## config.mk

```make
export PLATFORM = sky130hd
export DESIGN_NAME = tcw_front_flat
export DESIGN_NICKNAME = d
export VERILOG_FILES = /design/src/tcw_pkg.sv /design/src/tcw_ifs.sv /design/src/tcw_front.sv /design/src/flat_wrapper.sv
export SDC_FILE = /design/constraint.sdc
export NUM_CORES = 1
export LEC_CHECK = 0
export BUFFER_PORTS_ARGS = -buffer_cell sky130_fd_sc_hd__buf_2
export CAP_MARGIN = 20
export CORE_MARGIN = 1
export CORE_UTILIZATION = 36
export DETAILED_ROUTE_END_ITERATION = 10
export PLACE_DENSITY = 0.81
export SYNTH_ARGS = -nofsm -noshare
export SYNTH_HDL_FRONTEND = slang
export SYNTH_SLANG_ARGS = --single-unit
```

## constraint.sdc

```tcl
create_clock -name vclk -period 2.11
set_clock_uncertainty 0.05 [all_clocks]
set_input_delay 0.3165 -clock vclk [all_inputs]
set_output_delay 0.3165 -clock vclk [all_outputs]
set_load 0.1 [all_outputs]
```

## src/tcw_pkg.sv

```systemverilog
// shared types, codes and constants of the text console writer
package tcw_pkg;

    // default geometry
    localparam int DEF_COLUMNS  = 80;
    localparam int DEF_ROWS     = 25;
    localparam int DEF_TAB_STEP = 4;

    // request queue between front and back
    localparam int QUEUE_DEPTH = 2;

    // address field of a queue entry, wide enough for the largest geometry
    localparam int ENTRY_ADDR_W = 13;

    // command codes
    localparam logic [1:0] CMD_PUT   = 2'd0;
    localparam logic [1:0] CMD_CLEAR = 2'd1;
    localparam logic [1:0] CMD_READ  = 2'd2;

    // control characters
    localparam logic [7:0] CH_TAB     = 8'd9;
    localparam logic [7:0] CH_NEWLINE = 8'd10;
    localparam logic [7:0] CH_RETURN  = 8'd13;
    localparam logic [7:0] CH_SPACE   = 8'd32;

    // colour registers
    localparam logic       REG_FOREGROUND = 1'b0;
    localparam logic       REG_BACKGROUND = 1'b1;
    localparam logic [3:0] RESET_FG       = 4'h0;
    localparam logic [3:0] RESET_BG       = 4'hF;

    // blank cell in the reset colour
    localparam logic [15:0] RESET_BLANK = {RESET_BG, RESET_FG, CH_SPACE};

    typedef enum logic [2:0] {
        OP_PUT,
        OP_NEWLINE,
        OP_RETURN,
        OP_TAB,
        OP_CLEAR,
        OP_READ,
        OP_NOP
    } t_op;

    typedef struct packed {
        t_op                     op;
        logic [7:0]              char_code;
        logic                    rd_ok;
        logic [ENTRY_ADDR_W-1:0] rd_addr;
    } t_entry;

    typedef struct packed {
        logic init_busy;
    } t_back_status;

endpackage

```

## src/tcw_ifs.sv

```systemverilog
// request and result channel interfaces of the text console writer
interface text_in_if;
    logic       valid;
    logic       ready;
    logic [1:0] command;
    logic [7:0] char_code;
    logic [4:0] read_row;
    logic [6:0] read_col;

    modport source (output valid, command, char_code, read_row, read_col, input ready);
    modport sink (input valid, command, char_code, read_row, read_col, output ready);
endinterface


```

## src/tcw_front.sv

```systemverilog
// front end: accepts requests and decodes them into queue entries
module tcw_front #(
    parameter int COLUMNS = tcw_pkg::DEF_COLUMNS,
    parameter int ROWS    = tcw_pkg::DEF_ROWS
) (
    text_in_if.sink              i_req,
    input  tcw_pkg::t_back_status i_status,
    input  logic                  i_full,
    output logic                  o_push,
    output tcw_pkg::t_entry       o_entry
);

    tcw_pkg::t_entry entry;

    assign i_req.ready = !i_full && !i_status.init_busy;
    assign o_push      = i_req.valid && i_req.ready;
    assign o_entry     = entry;

    always_comb begin
        entry.char_code = i_req.char_code;
        entry.rd_ok     = (int'(i_req.read_row) < ROWS) && (int'(i_req.read_col) < COLUMNS);
        entry.rd_addr   = tcw_pkg::ENTRY_ADDR_W'(int'(i_req.read_row) * COLUMNS
                                                 + int'(i_req.read_col));
        case (i_req.command)
            tcw_pkg::CMD_PUT: begin
                case (i_req.char_code)
                    tcw_pkg::CH_NEWLINE: entry.op = tcw_pkg::OP_NEWLINE;
                    tcw_pkg::CH_RETURN:  entry.op = tcw_pkg::OP_RETURN;
                    tcw_pkg::CH_TAB:     entry.op = tcw_pkg::OP_TAB;
                    default:             entry.op = tcw_pkg::OP_PUT;
                endcase
            end
            tcw_pkg::CMD_CLEAR: entry.op = tcw_pkg::OP_CLEAR;
            tcw_pkg::CMD_READ:  entry.op = tcw_pkg::OP_READ;
            default:            entry.op = tcw_pkg::OP_NOP;
        endcase
    end

endmodule

```

## src/flat_wrapper.sv

```systemverilog
// flat-port wrapper written by rule: the top's interface ports become plain ports
module tcw_front_flat 
#(
    parameter int COLUMNS = tcw_pkg::DEF_COLUMNS,
    parameter int ROWS    = tcw_pkg::DEF_ROWS
)
  (i_status, i_full, o_push, o_entry, i_req_valid, i_req_command, i_req_char_code, i_req_read_row, i_req_read_col, i_req_ready);
  text_in_if i_req_i ();
  input  tcw_pkg::t_back_status i_status;
  input  logic i_full;
  output logic o_push;
  output tcw_pkg::t_entry o_entry;
  input wire logic [$bits(i_req_i.valid)-1:0] i_req_valid;
  input wire logic [$bits(i_req_i.command)-1:0] i_req_command;
  input wire logic [$bits(i_req_i.char_code)-1:0] i_req_char_code;
  input wire logic [$bits(i_req_i.read_row)-1:0] i_req_read_row;
  input wire logic [$bits(i_req_i.read_col)-1:0] i_req_read_col;
  output wire logic [$bits(i_req_i.ready)-1:0] i_req_ready;
  assign i_req_i.valid = i_req_valid;
  assign i_req_i.command = i_req_command;
  assign i_req_i.char_code = i_req_char_code;
  assign i_req_i.read_row = i_req_read_row;
  assign i_req_i.read_col = i_req_read_col;
  assign i_req_ready = i_req_i.ready;
  tcw_front #(.COLUMNS(COLUMNS), .ROWS(ROWS)) u_core (.i_req(i_req_i), .i_status(i_status), .i_full(i_full), .o_push(o_push), .o_entry(o_entry));
endmodule
```

# Word-level counts from Yosys, hierarchy flattened
# Index checks and enable logic that the tools add are counted.
# word_totals
inputBits,25
out_inout_bits,27
elab_cells,17
reg_bits,0
# classes
magnitude_cmp,2
multipliers,1
mux,2
eq_ne,5
n_addsub,1
reduce_logical,6
# op_table
op,n
$eq 8x4->1 const B,3
$add 13x8->13,1
$pmux 3 s3,1
$mul 5x3->8 const B,1
$lt 7x7->1 const B,1
$pmux 2 s3,1
$lt 5x5->1 const B,1
$logic_and 1x1->1,3
$eq 2x1->1 const B,1
$eq 2x2->1 const B,1
$logic_not 1->1,2
$logic_not 2->1,1

# Logic depth before layout (Yosys ltp)
# Gate-level depths: netlist of run 1.
# logic_depth
depth_word,3
depth_mapped,7
ltp_nobuf,7

# Worst setup path after synthesis of run 1
# Ideal clock, no wire load.
# synth_timing
kind,input to output
startpoint,input i_req_read_row[1]
endpoint,output o_entry[11] (netlist name)
t_required_ps,1744
n_path_buf,0
arrival_ps,4801
stages,7
setup_slack_ps,-3057
path_cell_list,ha_1 > ha_1 > inv_1 > fa_1 > and3b_1 > a32oi_1 > o41ai_1
# synth_lines
item,line_no,source
"start, declared",flat_wrapper.sv:16,input wire logic [$bits(i_req_i.read_row)-1:0] i_req_read_row;
"end, declared",flat_wrapper.sv:12,output tcw_pkg::t_entry o_entry;

==> impl_metrics.ini, run 1 <==
[drt]
routed_via_density = 5.14
drtAntennaViolNets = 0
drc = 0
wl_per_cell_microns = 15.8
dr.first_iter.drc_count = 9
vias = 714
first_pass_iters = 4
routed_wl_microns = 2200

[floorplan]
row_count = 14
ios = 52
core-area_sq_um = 1520
initial_core_util = 0.390
dieArea_sq_um = 1820
fp.dieH_microns = 42.6
die_x_microns = 42.6

[synthesis]
synth_nets = 112
netlist_instances = 74
postSynthAreaPerCell_sq_um = 8.03
synth_cell_types = 26
yosysSeqAreaShare = 0
yosys_warnings = 0
syn_area_sq_um = 594

[place]
port_buffers = 43
placed_cell_area_sq_um = 1190
dp.final_hpwl_microns = 1690
post-place-ws_ns = -0.604
gp_congestion = 0.847
place_inst = 134

[finish]
design.seq.count = 0
antenna_cells = 0
layout_common_cells = 30 x buf_2, 19 x buf_4, 12 x inv_1, 10 x buf_12, 6 x ha_4
fin_util = 0.885
areaGrowthSynthToFinish_pct = 127
fillers = 65
final_common_cell = buf_2
layout-drive-gt1-share = 0.724
stdcell_count = 139
ff_latch_area_sq_um = 0
n_clock_buffer = 0
nets = 163
final_area_sq_um = 1350

[global_routing]
grt_max_degree = 5
grt_pass1_vias = 778
antenna_found_initial = 0
overflow = 0
track_usage = 0.244
grt_pass1_wl_microns = 3440

[power_and_ir_drop]
power_density_nw_per_um2 = 674
finalPower_uw = 908
ir_drop_mv = 0.467
p_leak_nw = 0.650

[timing]
timing_max_transition_violations_final = 0
rsz0062_at_grt = true
setup_tns_ns = -1.77
hold_slack_ns = 0.584
finalCritPeriodShare = 1.26
timing.final.ws_setup_ns = -0.545
fin_crit_ns = 2.66
setup_viol = 4
max_freq_mhz = 377
hold_viol = 0

[cts]
ctsHoldBuffers = 0

[critical_path]
crit_required_ns = 1.74
path_max_fanout = 4
critical_path_class = input port to output pin
slowest_stage = fa_2
crit_chain = buf_8, ha_4, ha_4, inv_2, fa_2, and3b_1, a32oi_4, xor2_4, buf_12
critPathMostFrequentCell = ha_4
cp-end-kind = output pin
critPathArrivalTime_ns = 2.29
start_kind = input port
slowest_delay_ns = 0.57

[job]
drv_cap = 0

[worst_hold_path]
hp-class = input port to output pin

[status]
violations = negative setup slack
outcome = finished with violations
## metal layers
layer  global-route usage  up-vias  routed length, microns  share of wire
met5                    0        -                       0              0
met3               0.0129        2                     104          0.047
li1                     -      334                       -              -
met1                0.240      343                     759           0.35
met4               0.0313        0                      14         0.0064
met2                0.536       35                    1320           0.60
## report_power, final
group          internal [mW]  total, mW  switching, mW
registers                  0          0              0
clock network              0          0              0
logic                  0.339      0.908          0.570
## path summary, 6_finish.rpt
kind          to  slack, ns  depth (start not counted)         startpoint
max   o_entry[9]      -0.55                          9  i_req_read_row[1]
min   o_entry[2]       0.58                          0  i_req_read_col[2]
## layout make-up
type | instances | area, sq um | share of cell area
tap | 16 | 20.0 | 0.0148
timing repair buffer | 62 | 534 | 0.396
multi-input combinational | 46 | 718 | 0.532
inverter | 15 | 76.3 | 0.0566
## timing repair
action / CTS / global route
gates resized for setup: 17 / 5
pin swaps: 5 / 3
setup buffers: 3 / 2
setup endpoints to repair: 6 / 7
## critical path, delay by kind of cell
family / cells / cell delay, ns
compound gates: 1 / 0.28
xor+xnor: 1 / 0.19
fa+ha+maj: 3 / 0.95
buf+inv: 3 / 0.33
simple gates: 1 / 0.21
## cell usage after synthesis (all sizes together), types with 2 or more instances
library cell / n / area [sq um]
inv: 15 / 56.3
buf: 13 / 97.6
ha: 11 / 138
a21oi: 4 / 20.0
xnor2: 4 / 35.0
and2: 3 / 18.8
fa: 2 / 40.0
o21ai: 2 / 10.0
o41ai: 2 / 17.5
xor2: 2 / 17.5
## cells by family after synthesis
group / Yosys count / share of synthesized area
AND/OR/NAND/NOR: 12 / 0.126
other: 1 / 0.00631
adder cells (fa/ha/maj): 13 / 0.299
AO/OA/AOI/OAI: 13 / 0.183
XOR/XNOR: 7 / 0.126
buffers and inverters: 28 / 0.259
(Power assumes the default switching activity.)
==> run 2, diff against run 1 <==
--- a/config.mk
+++ b/config.mk
@@ -10,7 +10,7 @@
 export CORE_MARGIN = 1
 export CORE_UTILIZATION = 36
 export DETAILED_ROUTE_END_ITERATION = 10
-export PLACE_DENSITY = 0.81
+export PLACE_DENSITY_LB_ADDON = 0.05
 export SYNTH_ARGS = -nofsm -noshare
 export SYNTH_HDL_FRONTEND = slang
 export SYNTH_SLANG_ARGS = --single-unit
==> impl_metrics.ini, run 2 (synthesis gave the netlist of run 1 again) <==
[status]
outcome = finished with violations
violations = negative setup slack

[place]
placed_cell_area_sq_um = 1180
post-place-ws_ns = -0.639
port_buffers = 43
gp_congestion = 0.844
dp.final_hpwl_microns = 1480

[floorplan]
ios = 52
row_count = 14
core-area_sq_um = 1520
die_x_microns = 42.6
fp.dieH_microns = 42.6
dieArea_sq_um = 1820
initial_core_util = 0.390

[critical_path]
critical_path_class = input port to output pin
cp_top_family = adder cells
cp-end-kind = output pin
path_buf_inv = 4
slowest_delay_ns = 0.45
start_kind = input port
crit_required_ns = 1.74
critPathArrivalTime_ns = 2.28
slowest_stage = fa_2
path_max_fanout = 4
crit_chain = buf_8, ha_4, ha_4, inv_2, fa_2, and3b_2, a32oi_4, buf_6, o41ai_4, buf_12
critPathMostFrequentCell = ha_4

[power_and_ir_drop]
seq_power_share = 0
finalPower_uw = 889
power_density_nw_per_um2 = 667
internal_power_uw = 331
p_sw_uw = 558
ir_drop_mv = 0.442
switching_share = 0.628
pwr-share-comb = 1.000
clkPwrFrac = 0
p_leak_nw = 0.636

[finish]
layout_common_cells = 29 x buf_2, 19 x buf_4, 11 x inv_1, 9 x buf_12, 6 x ha_4
nets = 163
areaGrowthSynthToFinish_pct = 124
final_common_cell = buf_2
ff_latch_area_sq_um = 0
layout-drive-gt1-share = 0.724
n_clock_buffer = 0
antenna_cells = 0
final_area_sq_um = 1330
design.seq.count = 0

[timing]
timing_max_transition_violations_final = 0
finalCritPeriodShare = 1.25
setup_viol = 4
fin_crit_ns = 2.65
max_freq_mhz = 378
rsz0062_at_grt = true
hold_viol = 0
timing.final.ws_setup_ns = -0.537

[drt]
routed_wl_microns = 1820
met1_length_microns = 663
dr.first_iter.drc_count = 5
wl_met3_microns = 72
vias = 709
dr.max_layer_used = met4
routed-wl-met2_microns = 1060
wl_per_cell_microns = 13.1
drtAntennaViolNets = 0
first_pass_iters = 3
routed_via_density = 5.10
drc = 0

[job]
drv_cap = 0

[global_routing]
grt_max_degree = 5
overflow = 0
antenna_found_initial = 0
grt_pass1_wl_microns = 2840
grt_pass1_vias = 707
track_usage = 0.196

[worst_hold_path]
hp-class = input port to output pin
==> run 2: repair_timing <==
item	CTS	global route
gates resized for setup	17	9
endpoints found under the setup margin	5	6
pin swaps	5	5
gates cloned	0	0
setup buffers	3	2
hold buffers	0	0
==> run 2: worst paths after layout <==
path | startpoint | end | slack (ns) | cells after the start
max | i_req_read_row[3] | o_entry[11] | -0.54 | 10
min | i_req_read_col[2] | o_entry[2] | 0.58 | 0
==> run 2: power groups by stage <==
| stage | logic [mW] | clock network, mW | registers (mW) |
|---|---|---|---|
| finish | 0.889 | 0 | 0 |
| CTS | 0.873 | 0 | 0 |
| global placement | 0.806 | 0 | 0 |
| detailed placement | 0.819 | 0 | 0 |
| floorplan | 0.618 | 0 | 0 |
| global route | 0.920 | 0 | 0 |
==> run 2: metrics by stage <==
step / std cells / TNS [ns] / hold WS (ns) / utilization
after global placement: 134 / -1.83 / 0.584 / 0.773
after floorplan: 74 / -3.38 / 0.680 / -
final: 139 / -1.77 / 0.583 / 0.874
after CTS: 137 / -1.82 / 0.584 / 0.840
after detailed placement: 134 / -1.99 / 0.584 / 0.773
after global routing: 139 / -2.00 / 0.583 / 0.874
==> run 2: cell type report <==
cell class                 count  area (sq um)
tap                           16          20.0
fill                          72           193
multi-input combinational     46           703
timing repair buffer          62           532
inverter                      15          76.3
==> run 2: layer usage <==
metal  GRT usage  up-vias
li1            -      337
met4      0.0500        0
met2       0.400       27
met3           0        6
met5           0        -
met1       0.216      339
