[src/tcw_pkg.sv]
// shared types, codes and constants of the text console writer
package tcw_pkg;

    // default geometry
    localparam int DEF_COLUMNS  = 80;
    localparam int DEF_ROWS     = 25;
    localparam int DEF_TAB_STEP = 4;

    // request queue between front and back
    localparam int QUEUE_DEPTH = 2;

    // address field of a queue entry, wide enough for the largest geometry
    localparam int ENTRY_ADDR_W = 13;

    // command codes
    localparam logic [1:0] CMD_PUT   = 2'd0;
    localparam logic [1:0] CMD_CLEAR = 2'd1;
    localparam logic [1:0] CMD_READ  = 2'd2;

    // control characters
    localparam logic [7:0] CH_TAB     = 8'd9;
    localparam logic [7:0] CH_NEWLINE = 8'd10;
    localparam logic [7:0] CH_RETURN  = 8'd13;
    localparam logic [7:0] CH_SPACE   = 8'd32;

    // colour registers
    localparam logic       REG_FOREGROUND = 1'b0;
    localparam logic       REG_BACKGROUND = 1'b1;
    localparam logic [3:0] RESET_FG       = 4'h0;
    localparam logic [3:0] RESET_BG       = 4'hF;

    // blank cell in the reset colour
    localparam logic [15:0] RESET_BLANK = {RESET_BG, RESET_FG, CH_SPACE};

    typedef enum logic [2:0] {
        OP_PUT,
        OP_NEWLINE,
        OP_RETURN,
        OP_TAB,
        OP_CLEAR,
        OP_READ,
        OP_NOP
    } t_op;

    typedef struct packed {
        t_op                     op;
        logic [7:0]              char_code;
        logic                    rd_ok;
        logic [ENTRY_ADDR_W-1:0] rd_addr;
    } t_entry;

    typedef struct packed {
        logic init_busy;
    } t_back_status;

endpackage

[src/tcw_fifo.sv]
// short request queue between the front end and the cell engine
module tcw_fifo (
    input  logic            i_clk,
    input  logic            i_rst_n,
    input  logic            i_push,
    input  tcw_pkg::t_entry i_entry,
    input  logic            i_pop,
    output logic            o_full,
    output logic            o_valid,
    output tcw_pkg::t_entry o_entry
);

    localparam int DEPTH = tcw_pkg::QUEUE_DEPTH;
    localparam int PTR_W = (DEPTH > 1) ? $clog2(DEPTH) : 1;
    localparam int CNT_W = $clog2(DEPTH + 1);

    tcw_pkg::t_entry r_slot [DEPTH];
    logic [PTR_W-1:0] r_wr_ptr;
    logic [PTR_W-1:0] r_rd_ptr;
    logic [CNT_W-1:0] r_count;

    assign o_full  = (r_count == CNT_W'(DEPTH));
    assign o_valid = (r_count != '0);
    assign o_entry = r_slot[r_rd_ptr];

    always_ff @(posedge i_clk) begin
        if (!i_rst_n) begin
            r_wr_ptr <= '0;
            r_rd_ptr <= '0;
            r_count  <= '0;
        end else begin
            if (i_push) begin
                r_slot[r_wr_ptr] <= i_entry;
                r_wr_ptr <= (r_wr_ptr == PTR_W'(DEPTH - 1)) ? '0 : r_wr_ptr + PTR_W'(1);
            end
            if (i_pop) begin
                r_rd_ptr <= (r_rd_ptr == PTR_W'(DEPTH - 1)) ? '0 : r_rd_ptr + PTR_W'(1);
            end
            if (i_push && !i_pop) begin
                r_count <= r_count + CNT_W'(1);
            end else if (!i_push && i_pop) begin
                r_count <= r_count - CNT_W'(1);
            end
        end
    end

endmodule

[config.mk]
export PLATFORM = sky130hd
export DESIGN_NAME = tcw_fifo
export DESIGN_NICKNAME = d
export VERILOG_FILES = /design/src/tcw_pkg.sv /design/src/tcw_fifo.sv
export SDC_FILE = /design/constraint.sdc
export NUM_CORES = 1
export LEC_CHECK = 0
export BUFFER_PORTS_ARGS = -buffer_cell sky130_fd_sc_hd__buf_4
export CAP_MARGIN = 10
export CORE_ASPECT_RATIO = 0.7
export CORE_MARGIN = 2
export CORE_UTILIZATION = 55
export CTS_BUF_LIST = sky130_fd_sc_hd__clkbuf_16
export DETAILED_ROUTE_END_ITERATION = 8
export GPL_TIMING_DRIVEN = 0
export PLACE_DENSITY = 0.86
export SYNTH_ARGS = -nofsm -noshare
export SYNTH_HDL_FRONTEND = slang
export SYNTH_SLANG_ARGS = --single-unit
[constraint.sdc]
create_clock -name i_clk -period 5.54 [get_ports i_clk]
set_input_delay 0.554 -clock i_clk [delete_from_list [all_inputs] [get_ports i_clk]]
set_output_delay 0.554 -clock i_clk [all_outputs]
set_load 0.02 [all_outputs]
## Word level (Yosys, flattened, before mapping)

Memories as Yosys holds them, arrays and structs flattened. A register that Yosys moved wholly into a read port is not among the register bits.
Index checks and enable logic that the tools add are counted.

- Register bits: 4
- Memory bits (writable): 50
- Input port bits: 29
- Output and inout port bits: 27
- Logic and storage cells: 24
- Memories: 1

Memories:

| memory | depth | width | read ports | clocked after memory_dff | write ports | RTL line | text |
|---|---|---|---|---|---|---|---|
| r_slot | 2 | 25 | 1 | 1 | 1 | tcw_fifo.sv:17 | `tcw_pkg::t_entry r_slot [DEPTH];` |

- Add/sub/neg operators: 4
- Equal/unequal tests: 1
- Mux-type cells: 9
- Reduce and logical (&&, ||, !) cells: 6

Operators by type and width:

| cell | count |
|---|---|
| two-way mux 1 bit | 7 |
| two-way mux 2 bit | 2 |
| nonzero test 2 bit | 2 |
| adder 1 bit (second input constant) | 2 |
| adder 2 x 1 -> 2 bit (second input constant) | 1 |
| == test 2 bit (second input constant) | 1 |
| logical AND 1 bit | 2 |
| zero test 1 bit | 2 |
| subtractor 2 x 1 -> 2 bit (second input constant) | 1 |

## Longest topological paths before layout

Gate-level depths: netlist (run 1).

- Depth after elaboration: 4
- Gate-level depth with buffers: 5
- Depth with buffers taken out: 5

## Worst setup path before layout (run 1)

Ideal clock, no wire load.

- Path type: input-to-reg
- Start: in i_rst_n
- End: mem r_slot[0][0] (netlist name), enable pin
- Setup time: 407 ps
- Arrival: 1670 ps
- Required time: 5133 ps
- Setup slack: 3463 ps
- Cell stages on the path: 2
- Buffers on the path: 0
- Cell sequence: nand2_1 > nor2_1

- Word-level cells in the longest chain between the ends: 2

Ends and longest elaborated chain:

| what | RTL line | text |
|---|---|---|
| start: declaration | tcw_fifo.sv:4 | `input logic i_rst_n,` |
| two-way mux 1 bit | tcw_fifo.sv:27 | `if (!i_rst_n) begin` |
| two-way mux 1 bit (not written as such) | tcw_fifo.sv:33 | `r_slot[r_wr_ptr] <= i_entry;` |
| end: declaration | tcw_fifo.sv:17 |  |

Every way passes these cells.

==> summary.md, run 1 <==
| Metric | Value |
|---|---|
| Outcome | complete, no violations |
| Routed vias | between 1000 and 1500 |
| CTS Buf Count | 5 |
| Post-synth ARST share | 0% |
| Crit share post-route | between 30% and 40% |
| # diodes | 0 |
| Drc violations | 0 |
| Filler cells | roughly 230 |
| Pin count of the biggest net entering global routing | 26 |
| # rows | 18 |
| HP Class | in -> reg |
| Overflow after GRT | 0 |
| # H-tree levels | 2 |
| Routed len/inst | 14.89 um |
| Vias per cell | ~4.9 |
| Ys Warns | 0 |
| Mapped cell area | roughly 0.0020 sq mm |
| Commonest cells after routing, fill and taps aside | 57 x buf_4, 50 x edfxtp_1, 25 x mux2_2 |
| Max-cap viol count | 0 |
| Startpoint Class | register |
| Die area | ~0.0042 sq mm |
| # resized after CTS | 0 |
| First-pass GRT wire length | 5.043 mm |
| Placed Area | between 0.002 and 0.003 sq mm |
| Initial Utilization | 57.32% |
| GP Congestion | 0.6335 |
| Synth Flop Type | edfxtp_1 |
| Area grow syn2layout | 31.05% |
| Core area | 0.003536 sq mm |
| Die Height | 54.79 um |
| GRT Total Usage | 16.71% |
| Post-route ant nets | 0 |
| CTS tree | yes |
| Final slew viol count | 0 |
| Setup_tns | 0 ns |
| Nets | 194 |
| Maximum vdd drop | 0.2448 mV |
| F_max | 0.4831 GHz |
| Crit path max fanout | 10 |
| Top Ports | 56 |
| CP required | 4.99 ns |
| P_leak | ~0.001 uW |
| Reg clk slew, reported paths | roughly 0.060 ns |
| Number of global-route vias before repair | ~1100 |
| Root Buffer | clkbuf_16 |
| Post-synth top area share | 74.07% |
| Share of post-route cells with drive strength above 1 | 55.76% |
| CP arrival | around 1.5 ns |
| Die width | approximately 77 um |
| FF/Latch Area | 0.001602 sq mm |
| Setup violators final | 0 |
| Hold Buf Count CTS | 0 |
| EDFF count, synth | 50 |
| Crit path kind | reg -> out |
| Worst-Margin Slew | 1.169 ns |
| Tmin final | 2.070 ns |
| Syn Area/Cell | 20.07 sq um |
| Critical path capture point type | primary output |
| FF+latch count, synth | 55 |
| Buffers on Ports | 55 |
| Clock tree buffer depth | 2 |
| PwrDens | 334.8 mW/mm^2 |
| Iter 0 DRT Violations | 55 |
| Hold Vio Cnt, Final | 0 |
| Final WL | 3.201 mm |
| Most common cell after layout, fill and taps aside | buf_4 |
| Final instance area | ~0.0027 sq mm |
| Area leader, netlist | edfxtp_1 |
| DP HPWL | 2.224 mm |
| Post-Synthesis Cells | about 100 |
| Worst slew margin | 22.04% |
| Netlist cell types | 18 |
| Clock sink count | 55 |
| Mapped Nets | 131 |
| Seq/Total Area, Yosys | 79.01% |
| Initial antenna violation count | 0 |
| Multi-input gate area | 404.1 sq um |
| Worst-Skew Late Latency | 0.28 ns |
| Area contributors post-synth | edfxtp_1 74%, mux2_2 14%, dfxtp_1 4.9%, xor2_1 1.3%, and2_1 1.2% |
| Post-CTS setup buffer count | 0 |
| RSZ-0062 raised after global routing | false |
| Drt first pass iters | 4 |
| Clock skew | 0.004031 ns |
layer usage:
layer | part of all wire, % | routed length, um | GRT usage [%]
met4 | 1.1 | 36 | 6.364
met2 | 48 | 1542 | 28.17
met3 | 6.7 | 213 | 5.941
met5 | 0 | 0 | 0
met1 | 44 | 1408 | 20.58
stage by stage:
stage | utilization [%] | hold WS (ns) | instances | setup slack (ns) | power (uW)
floorplan | - | 0.4612 | 101 | 3.463 | 557.0
global placement | 70.77 | 0.4707 | 206 | 2.835 | 608.5
detailed placement | 71.27 | 0.5218 | 207 | 3.485 | 614.7
CTS | 75.12 | 0.4489 | 215 | 3.449 | 895.8
global route | 75.12 | 0.4447 | 215 | 3.380 | 921.7
finish | 75.12 | 0.4531 | 215 | 3.470 | 889.5
registers in the layout, summed over array words and instances, names as in the netlist, named ones only:
name	flops
r_count	2
r_rd_ptr	1
r_slot	50
r_wr_ptr	1
power by group:
group	switching, uW	internal [uW]	leakage, uW
registers	6.21	473	0.000501
logic	61.5	63.8	0.000449
clock network	122	163	0.0000701
total	190	700	0.00102
area by class of cell:
class                           count  share of cell area (%)
Clock buffer                        5                   4.710
Inverter                            1                  0.1413
Buffer                              3                  0.7536
Tap cell                           50                   2.355
Clock inverter                      3                  0.4239
Timing Repair Buffer               56                   16.11
Sequential cell                    55                   60.29
Multi-Input combinational cell     42                   15.21
final timing paths:
path,depth (start not counted),startpoint,slack [ns],end
worst max-delay path,4,register,3.47,o_entry[20]
worst min-delay path,1,i_entry[19],0.45,r_slot[1][19]
worst max register to register,1,r_wr_ptr,3.81,r_slot[1][12]
worst min register to register,2,r_count[1],0.52,r_count[1]
cells by family (layout without fill, tap and decap cells):
logic type / count (synthesis) / count (layout) / share of synthesized area [%]
compound gates: 2 / 2 / 0.6172
mux: 25 / 25 / 13.89
simple gates: 10 / 10 / 2.963
fa+ha+maj: 1 / 1 / 0.6172
flops: 55 / 55 / 79.01
xor+xnor: 4 / 4 / 1.729
buf+inv: 4 / 68 / 1.172
synth_stat cells, types with 2 or more instances:
library cell  number
and2_1             4
buf_4              2
edfxtp_1          50
mux2_2            25
xor2_1             3
dfxtp_1            5
worst max-delay path, cell delays in order (launching register included):
cell,delay (ns)
dfxtp_1,0.30
buf_2,0.19
buf_4,0.22
mux2_2,0.36
buf_4,0.16
Note: power is estimated with default switching activity, not from simulation.
==> run 2: changes to the inputs <==
- CORE_UTILIZATION: 55 -> 46
- PLACE_DENSITY: 0.86 -> 0.77
- clock period: 5.54 -> 1.9 ns (I/O delays scaled with it)
==> run 2 against run 1 <==
Compared with the run above:
- non-clock buffer count stayed put
- clock-buffer cell count unchanged
- final area up 2.2%
- register-to-register slack got worse by 3.6 ns
- utilization decreased by 12 points
- sequential share of layout area down 1.3 points
- combinational power rose to 2.9 times the previous value
- worst setup slack got worse by 3.3 ns
- final cell count is 2.3% higher
- power increased to 3.2 times the previous value
- largest power group unchanged
- highest routed layer unchanged
==> summary.md, run 2 (same netlist as run 1, synthesis figures left out) <==
| Metric | Value |
|---|---|
| # diodes | 0 (unchanged) |
| # resized after CTS | 0 (unchanged) |
| GP Congestion | 0.7069 (+12%) |
| Critical path capture point type | register |
| Largest register FFs | 50 (unchanged) |
| Top flop regs | r_slot: 50 flops, r_count: 2 flops |
| Number of global-route vias before repair | 1080 (-1.0%) |
| Clk network pwr share | 38.9% (+6.9 points) |
| Clock sink count | 55 (unchanged) |
| Reg clk slew, reported paths | 0.07 ns (about the same) |
| Maximum vdd drop | 0.7458 mV (+200%) |
| Final slew viol count | 0 (unchanged) |
| Overflow after GRT | 0 (unchanged) |
| Post-route ant nets | 0 (unchanged) |
| Max-cap viol count | 0 (unchanged) |
| DP HPWL | 2.312 mm (+4.0%) |
| Sw Ratio | 19.64% (-1.7 points) |
| Final instance area | 0.002715 sq mm (+2.2%) |
| Die Height | 59.54 um (+8.7%) |
| Area grow syn2layout | 33.95% |
| Crit share post-route | 89.61% |
| Routed vias | 1043 (-1.9%) |
| Hold Vio Cnt, Final | 0 (unchanged) |
| Top reg by flops | r_slot |
| Die width | 83.34 um (+8.9%) |
| Cell count after placement | 212 (+2.4%) |
| P_leak | 0.001045 uW (+2.5%) |
| # H-tree levels | 2 (unchanged) |
| Internal power | 2315 uW (+230%) |
| Initial Utilization | 47.37% (-10 points) |
| PwrDens | 1061 mW/mm^2 (+220%) |
| Tmin final | about 1.7 ns |
| Flop pwr share | 48.5% (-5.4 points) |
| Worst-Skew Late Latency | 0.28 ns (about the same) |
| Final std cells w/o fill | 220 (+2.3%) |
| Initial antenna violation count | 0 (unchanged) |
| Gate power share | 12.6% (-1.5 points) |
| Placed Area | 0.002526 sq mm (+0.25%) |
| NetSw | 565.7 uW (+200%) |
| Buffers on Ports | 55 (unchanged) |
| Die area | 0.004962 sq mm (+18%) |
| # rows | 20 (+2) |
| HP Class | in -> reg |
| Nets | 194 (unchanged) |
| Vias per cell | 4.741 (-4.1%) |
| Hold Buf Count CTS | 0 (unchanged) |
| GRT Total Usage | 13.39% (-3.3 points) |
| Crit path cell chain | and3_1 |
| Setup violators final | 0 (unchanged) |
| CP bufs+invs | 0 (-3) |
| Commonest cells after routing, fill and taps aside | 57 x buf_4, 50 x edfxtp_1, 25 x mux2_2 |
| Worst-Margin Slew | 1.146 ns (-0.02288 ns) |
| Drc violations | 0 (unchanged) |
| Pin count of the biggest net entering global routing | 26 (unchanged) |
| Drt first pass iters | 3 (-1) |
| Clock tree buffer depth | 2 (unchanged) |
| Worst slew margin | 23.57% (+1.5 points) |
| Critical-path top delay cell | and3_1 |
| Share of post-route cells with drive strength above 1 | 56.97% (+1.2 points) |
| F_max | 0.5874 GHz |
| Startpoint Class | register |
| Root Buffer | clkbuf_16 |
| CP arrival | 1.60 ns (+0.08 ns) |
| Crit path max fanout | 25 (+15) |
| RSZ-0062 raised after global routing | false |
| CP max stage delay | 0.94 ns (+0.58 ns) |
| Routed len/inst | 14.78 um (-0.72%) |
| CP required | 1.80 ns (-3.19 ns) |
| Iter 0 DRT Violations | 25 (-55%) |
| Clock skew | 0.005377 ns (+0.001346 ns) |
| CTS tree | yes |
| Top Ports | 56 (unchanged) |
| Outcome | complete, no violations |
| Core area | 0.004279 sq mm (+21%) |
| CTS Buf Count | 5 (unchanged) |
| Crit path max-delay family | simple AND/OR/NAND/NOR gates |
| Crit path kind | reg -> reg |
| Post-CTS setup buffer count | 0 (unchanged) |
| Final WL | 3.252 mm (+1.6%) |
| Most common cell after layout, fill and taps aside | buf_4 |
| First-pass GRT wire length | 4.899 mm (-2.9%) |
-- run 2: changes by cell type in the layout (fill, tap and decap cells not counted) --
cell / change
clkinv_1: -2
bufinv_16: +2
-- run 2: layer usage --
layer  track usage, %  wire, um  up-vias
li1                 -         -      511
met1            14.19      1304      490
met2            25.00      1687       37
met3            5.014       224        5
met4            4.918        36        0
met5                0         0        -
-- run 2: worst paths after layout --
check	depth (start not counted)	endpoint	from	slack (ns)
worst max-delay path	1	r_slot[1][19]	r_wr_ptr	0.20
worst min register to register	2	r_count[1]	r_count[1]	0.50
worst max register to register	1	r_slot[1][19]	r_wr_ptr	0.20
worst min-delay path	1	r_slot[0][1]	i_entry[1]	0.09
-- run 2: cell type report --
class	count	area [sq um]
sequential	55	1602
multi-input combinational	42	404.1
buffer	3	20.02
timing repair buffer	56	427.9
clock buffer	5	125.1
inverter	1	3.754
tap	55	68.82
fill	316	1564
clock inverter	3	63.81
-- run 2: through the flow --
stage	utilization [%]	TNS, ns	setup slack (ns)	hold slack [ns]	power, uW
3_3_place_gp	58.63	-10.49	-0.4206	0.3743	1774
3_5_place_dp	59.04	0	0.1518	0.3784	1792
2_1_floorplan	-	0	0.09762	0.2889	1624
6_report	63.45	0	0.1975	0.08854	2881
4_1_cts	63.45	0	0.1439	0.08336	2902
5_1_grt	63.45	0	0.03053	0.07923	2978
-- run 2: power by group through the flow --
stage	Combinational, uW	Sequential [uW]	Clock, uW
finish	363	1400	1120
global route	391	1400	1190
CTS	370	1400	1130
detailed placement	368	1420	0
global placement	353	1420	0
floorplan	205	1420	0
==> run 3: changes to the inputs <==
- CORE_MARGIN: 2 -> unset
- CTS_BUF_LIST: sky130_fd_sc_hd__clkbuf_16 -> sky130_fd_sc_hd__clkbuf_8 sky130_fd_sc_hd__clkbuf_16
- RECOVER_POWER: unset -> 25
==> run 3 against run 2 <==
Compared with the run above:
- worst setup slack got worse by 0.045 ns
- largest cell class unchanged
- critical path depth rose by 3
- critical path type is now reg -> out
- flip-flop and latch count did not move
- critical endpoint is now o_entry[12]
==> summary.md, run 3 (same netlist as run 1, synthesis figures left out) <==
| Metric | Value |
|---|---|
| Outcome | complete, no violations |
| Clock skew | 0.004861 ns (-0.0005159 ns) |
| Die area | 0.004680 sq mm (-5.7%) |
| F_max | 0.5723 GHz (-2.6%) |
| Crit path max fanout | 10 (-60%) |
| HP Class | in -> reg |
| Pre-CTS setup slack | 0.1445 ns (-0.007320 ns) |
| Post-CTS setup buffer count | 0 (unchanged) |
| # H-tree levels | 2 (unchanged) |
| Top Ports | 56 (unchanged) |
| Most common cell after layout, fill and taps aside | edfxtp_1 |
| Share of post-route cells with drive strength above 1 | 56.36% (-0.61 points) |
| Die Height | 57.54 um (-3.4%) |
| Initial Utilization | 49.86% (+2.5 points) |
| Routed vias | 1077 (+3.3%) |
| # diodes | 0 (unchanged) |
| Final slew viol count | 0 (unchanged) |
| Die width | 81.34 um (-2.4%) |
| Worst slew margin | 24.74% (+1.2 points) |
| Tmin final | 1.747 ns (+0.04487 ns) |
| Final instance area | 0.002639 sq mm (-2.8%) |
| Overflow after GRT | 0 (unchanged) |
| P_leak | 0.001003 uW (-4.0%) |
| Routed len/inst | 15.28 um (+3.3%) |
| CTS Buf Count | 5 (unchanged) |
| # resized after CTS | 0 (unchanged) |
| Drc violations | 0 (unchanged) |
| Final WL | 3.315 mm (+1.9%) |
| First-pass GRT wire length | 5.250 mm (+7.2%) |
| Worst-Skew Late Latency | 0.30 ns (+0.02 ns) |
| PwrDens | 946.2 mW/mm^2 (-11%) |
| Worst-Margin Slew | 1.129 ns (-0.01759 ns) |
| CP arrival | 1.56 ns (-0.04 ns) |
| Initial antenna violation count | 0 (unchanged) |
| Crit path cell chain | buf_2 > buf_4 > mux2_2 > buf_4 |
| Startpoint Class | register |
| GP Congestion | 0.7876 (+11%) |
| GRT Total Usage | 15.99% (+2.6 points) |
| RSZ-0062 raised after global routing | false |
| Top flop regs | r_slot: 50 flops, r_count: 2 flops |
| Commonest cells after routing, fill and taps aside | 50 x edfxtp_1, 40 x buf_4, 25 x mux2_2 |
| Vias per cell | 4.963 (+4.7%) |
| Critical-path top delay cell | mux2_2 |
| Root Buffer | clkbuf_8 |
| Hold Buf Count CTS | 0 (unchanged) |
| Most frequent CP cell | buf_4 |
| CP max stage delay | 0.36 ns (-0.58 ns) |
| Nets | 194 (unchanged) |
| Total Power | 2497 uW (-13%) |
| Setup violators final | 0 (unchanged) |
| Maximum vdd drop | 0.6288 mV (-16%) |
| Hold Vio Cnt, Final | 0 (unchanged) |
| Number of global-route vias before repair | 1107 (+2.5%) |
| CTS tree | yes |
| Iter 0 DRT Violations | 17 (-32%) |
| Pin count of the biggest net entering global routing | 26 (unchanged) |
| Core area | 0.004065 sq mm (-5.0%) |
| Drt first pass iters | 5 (+2) |
| Final setup margin | 0.1526 ns (-0.04487 ns) |
| Max-cap viol count | 0 (unchanged) |
| Largest register FFs | 50 (unchanged) |
| Reg clk slew, reported paths | 0.09 ns (+0.02 ns) |
| Clock tree buffer depth | 2 (unchanged) |
| Placed Area | 0.002535 sq mm (+0.35%) |
| Crit path kind | reg -> out |
| Final core utilization | 64.91% (+1.5 points) |
| Top reg by flops | r_slot |
| # rows | 19 (-5.0%) |
| Buffers on Ports | 55 (unchanged) |
| Crit share post-route | 91.97% (+2.4 points) |
| Crit path max-delay family | buffers and inverters |
| Filler cells | 298 (-5.7%) |
| Area grow syn2layout | 30.19% |
| DP HPWL | 2.331 mm (+0.84%) |
| Clock sink count | 55 (unchanged) |
| Post-route ant nets | 0 (unchanged) |
| CP bufs+invs | 3 (+3) |
| Critical path capture point type | primary output |
| CP required | 1.71 ns (-0.09 ns) |
[run 3: changes by cell type in the layout (fill, tap and decap cells not counted), sizes merged]
cell / previous run / this run
buf: 59 / 42
clkbuf: 5 / 22
clkinv: 0 / 2
bufinv: 2 / 1
inv: 2 / 1
[run 3: layer usage]
metal | track usage [%] | share of wire [%]
met1 | 18.83 | 41
met2 | 25.95 | 50
met3 | 6.080 | 7.8
met4 | 7.398 | 1.5
met5 | 0 | 0
[run 3: report_power, final]
group	total (uW)	internal, uW	switching (uW)
logic	370	187	183
registers	1400	1380	19.4
clock network	729	386	344
total	2500	1950	546
[run 3: final timing paths]
| path | start | to | slack [ns] | cells after the start |
|---|---|---|---|---|
| setup / recovery | register | o_entry[12] | 0.15 | 4 |
| hold / removal | i_entry[0] | r_slot[0][0] | 0.08 | 1 |
| setup reg to reg | r_wr_ptr | r_slot[1][20] | 0.17 | 1 |
| hold reg to reg | r_count[1] | r_count[1] | 0.53 | 2 |
[run 3: final cells by class]
| type | instances | area, sq um | share of cell area (%) |
|---|---|---|---|
| clock buffers | 5 | 68.82 | 2.608 |
| well taps | 52 | 65.06 | 2.466 |
| repair buffers | 56 | 436.7 | 16.55 |
| flip-flops and latches | 55 | 1602 | 60.69 |
| clock inverters | 3 | 38.79 | 1.470 |
| multi-input cells | 42 | 404.1 | 15.32 |
| inverters | 1 | 3.754 | 0.1422 |
| plain buffers | 3 | 20.02 | 0.7587 |
[run 3: per-stage QoR]
stage                     hold slack (ns)  cells  setup TNS, ns
final                             0.07741    217              0
after global placement             0.3745    208         -10.96
after global routing              0.06077    217              0
after detailed placement           0.3786    209              0
after CTS                         0.05965    217              0
after floorplan                    0.2889    101              0
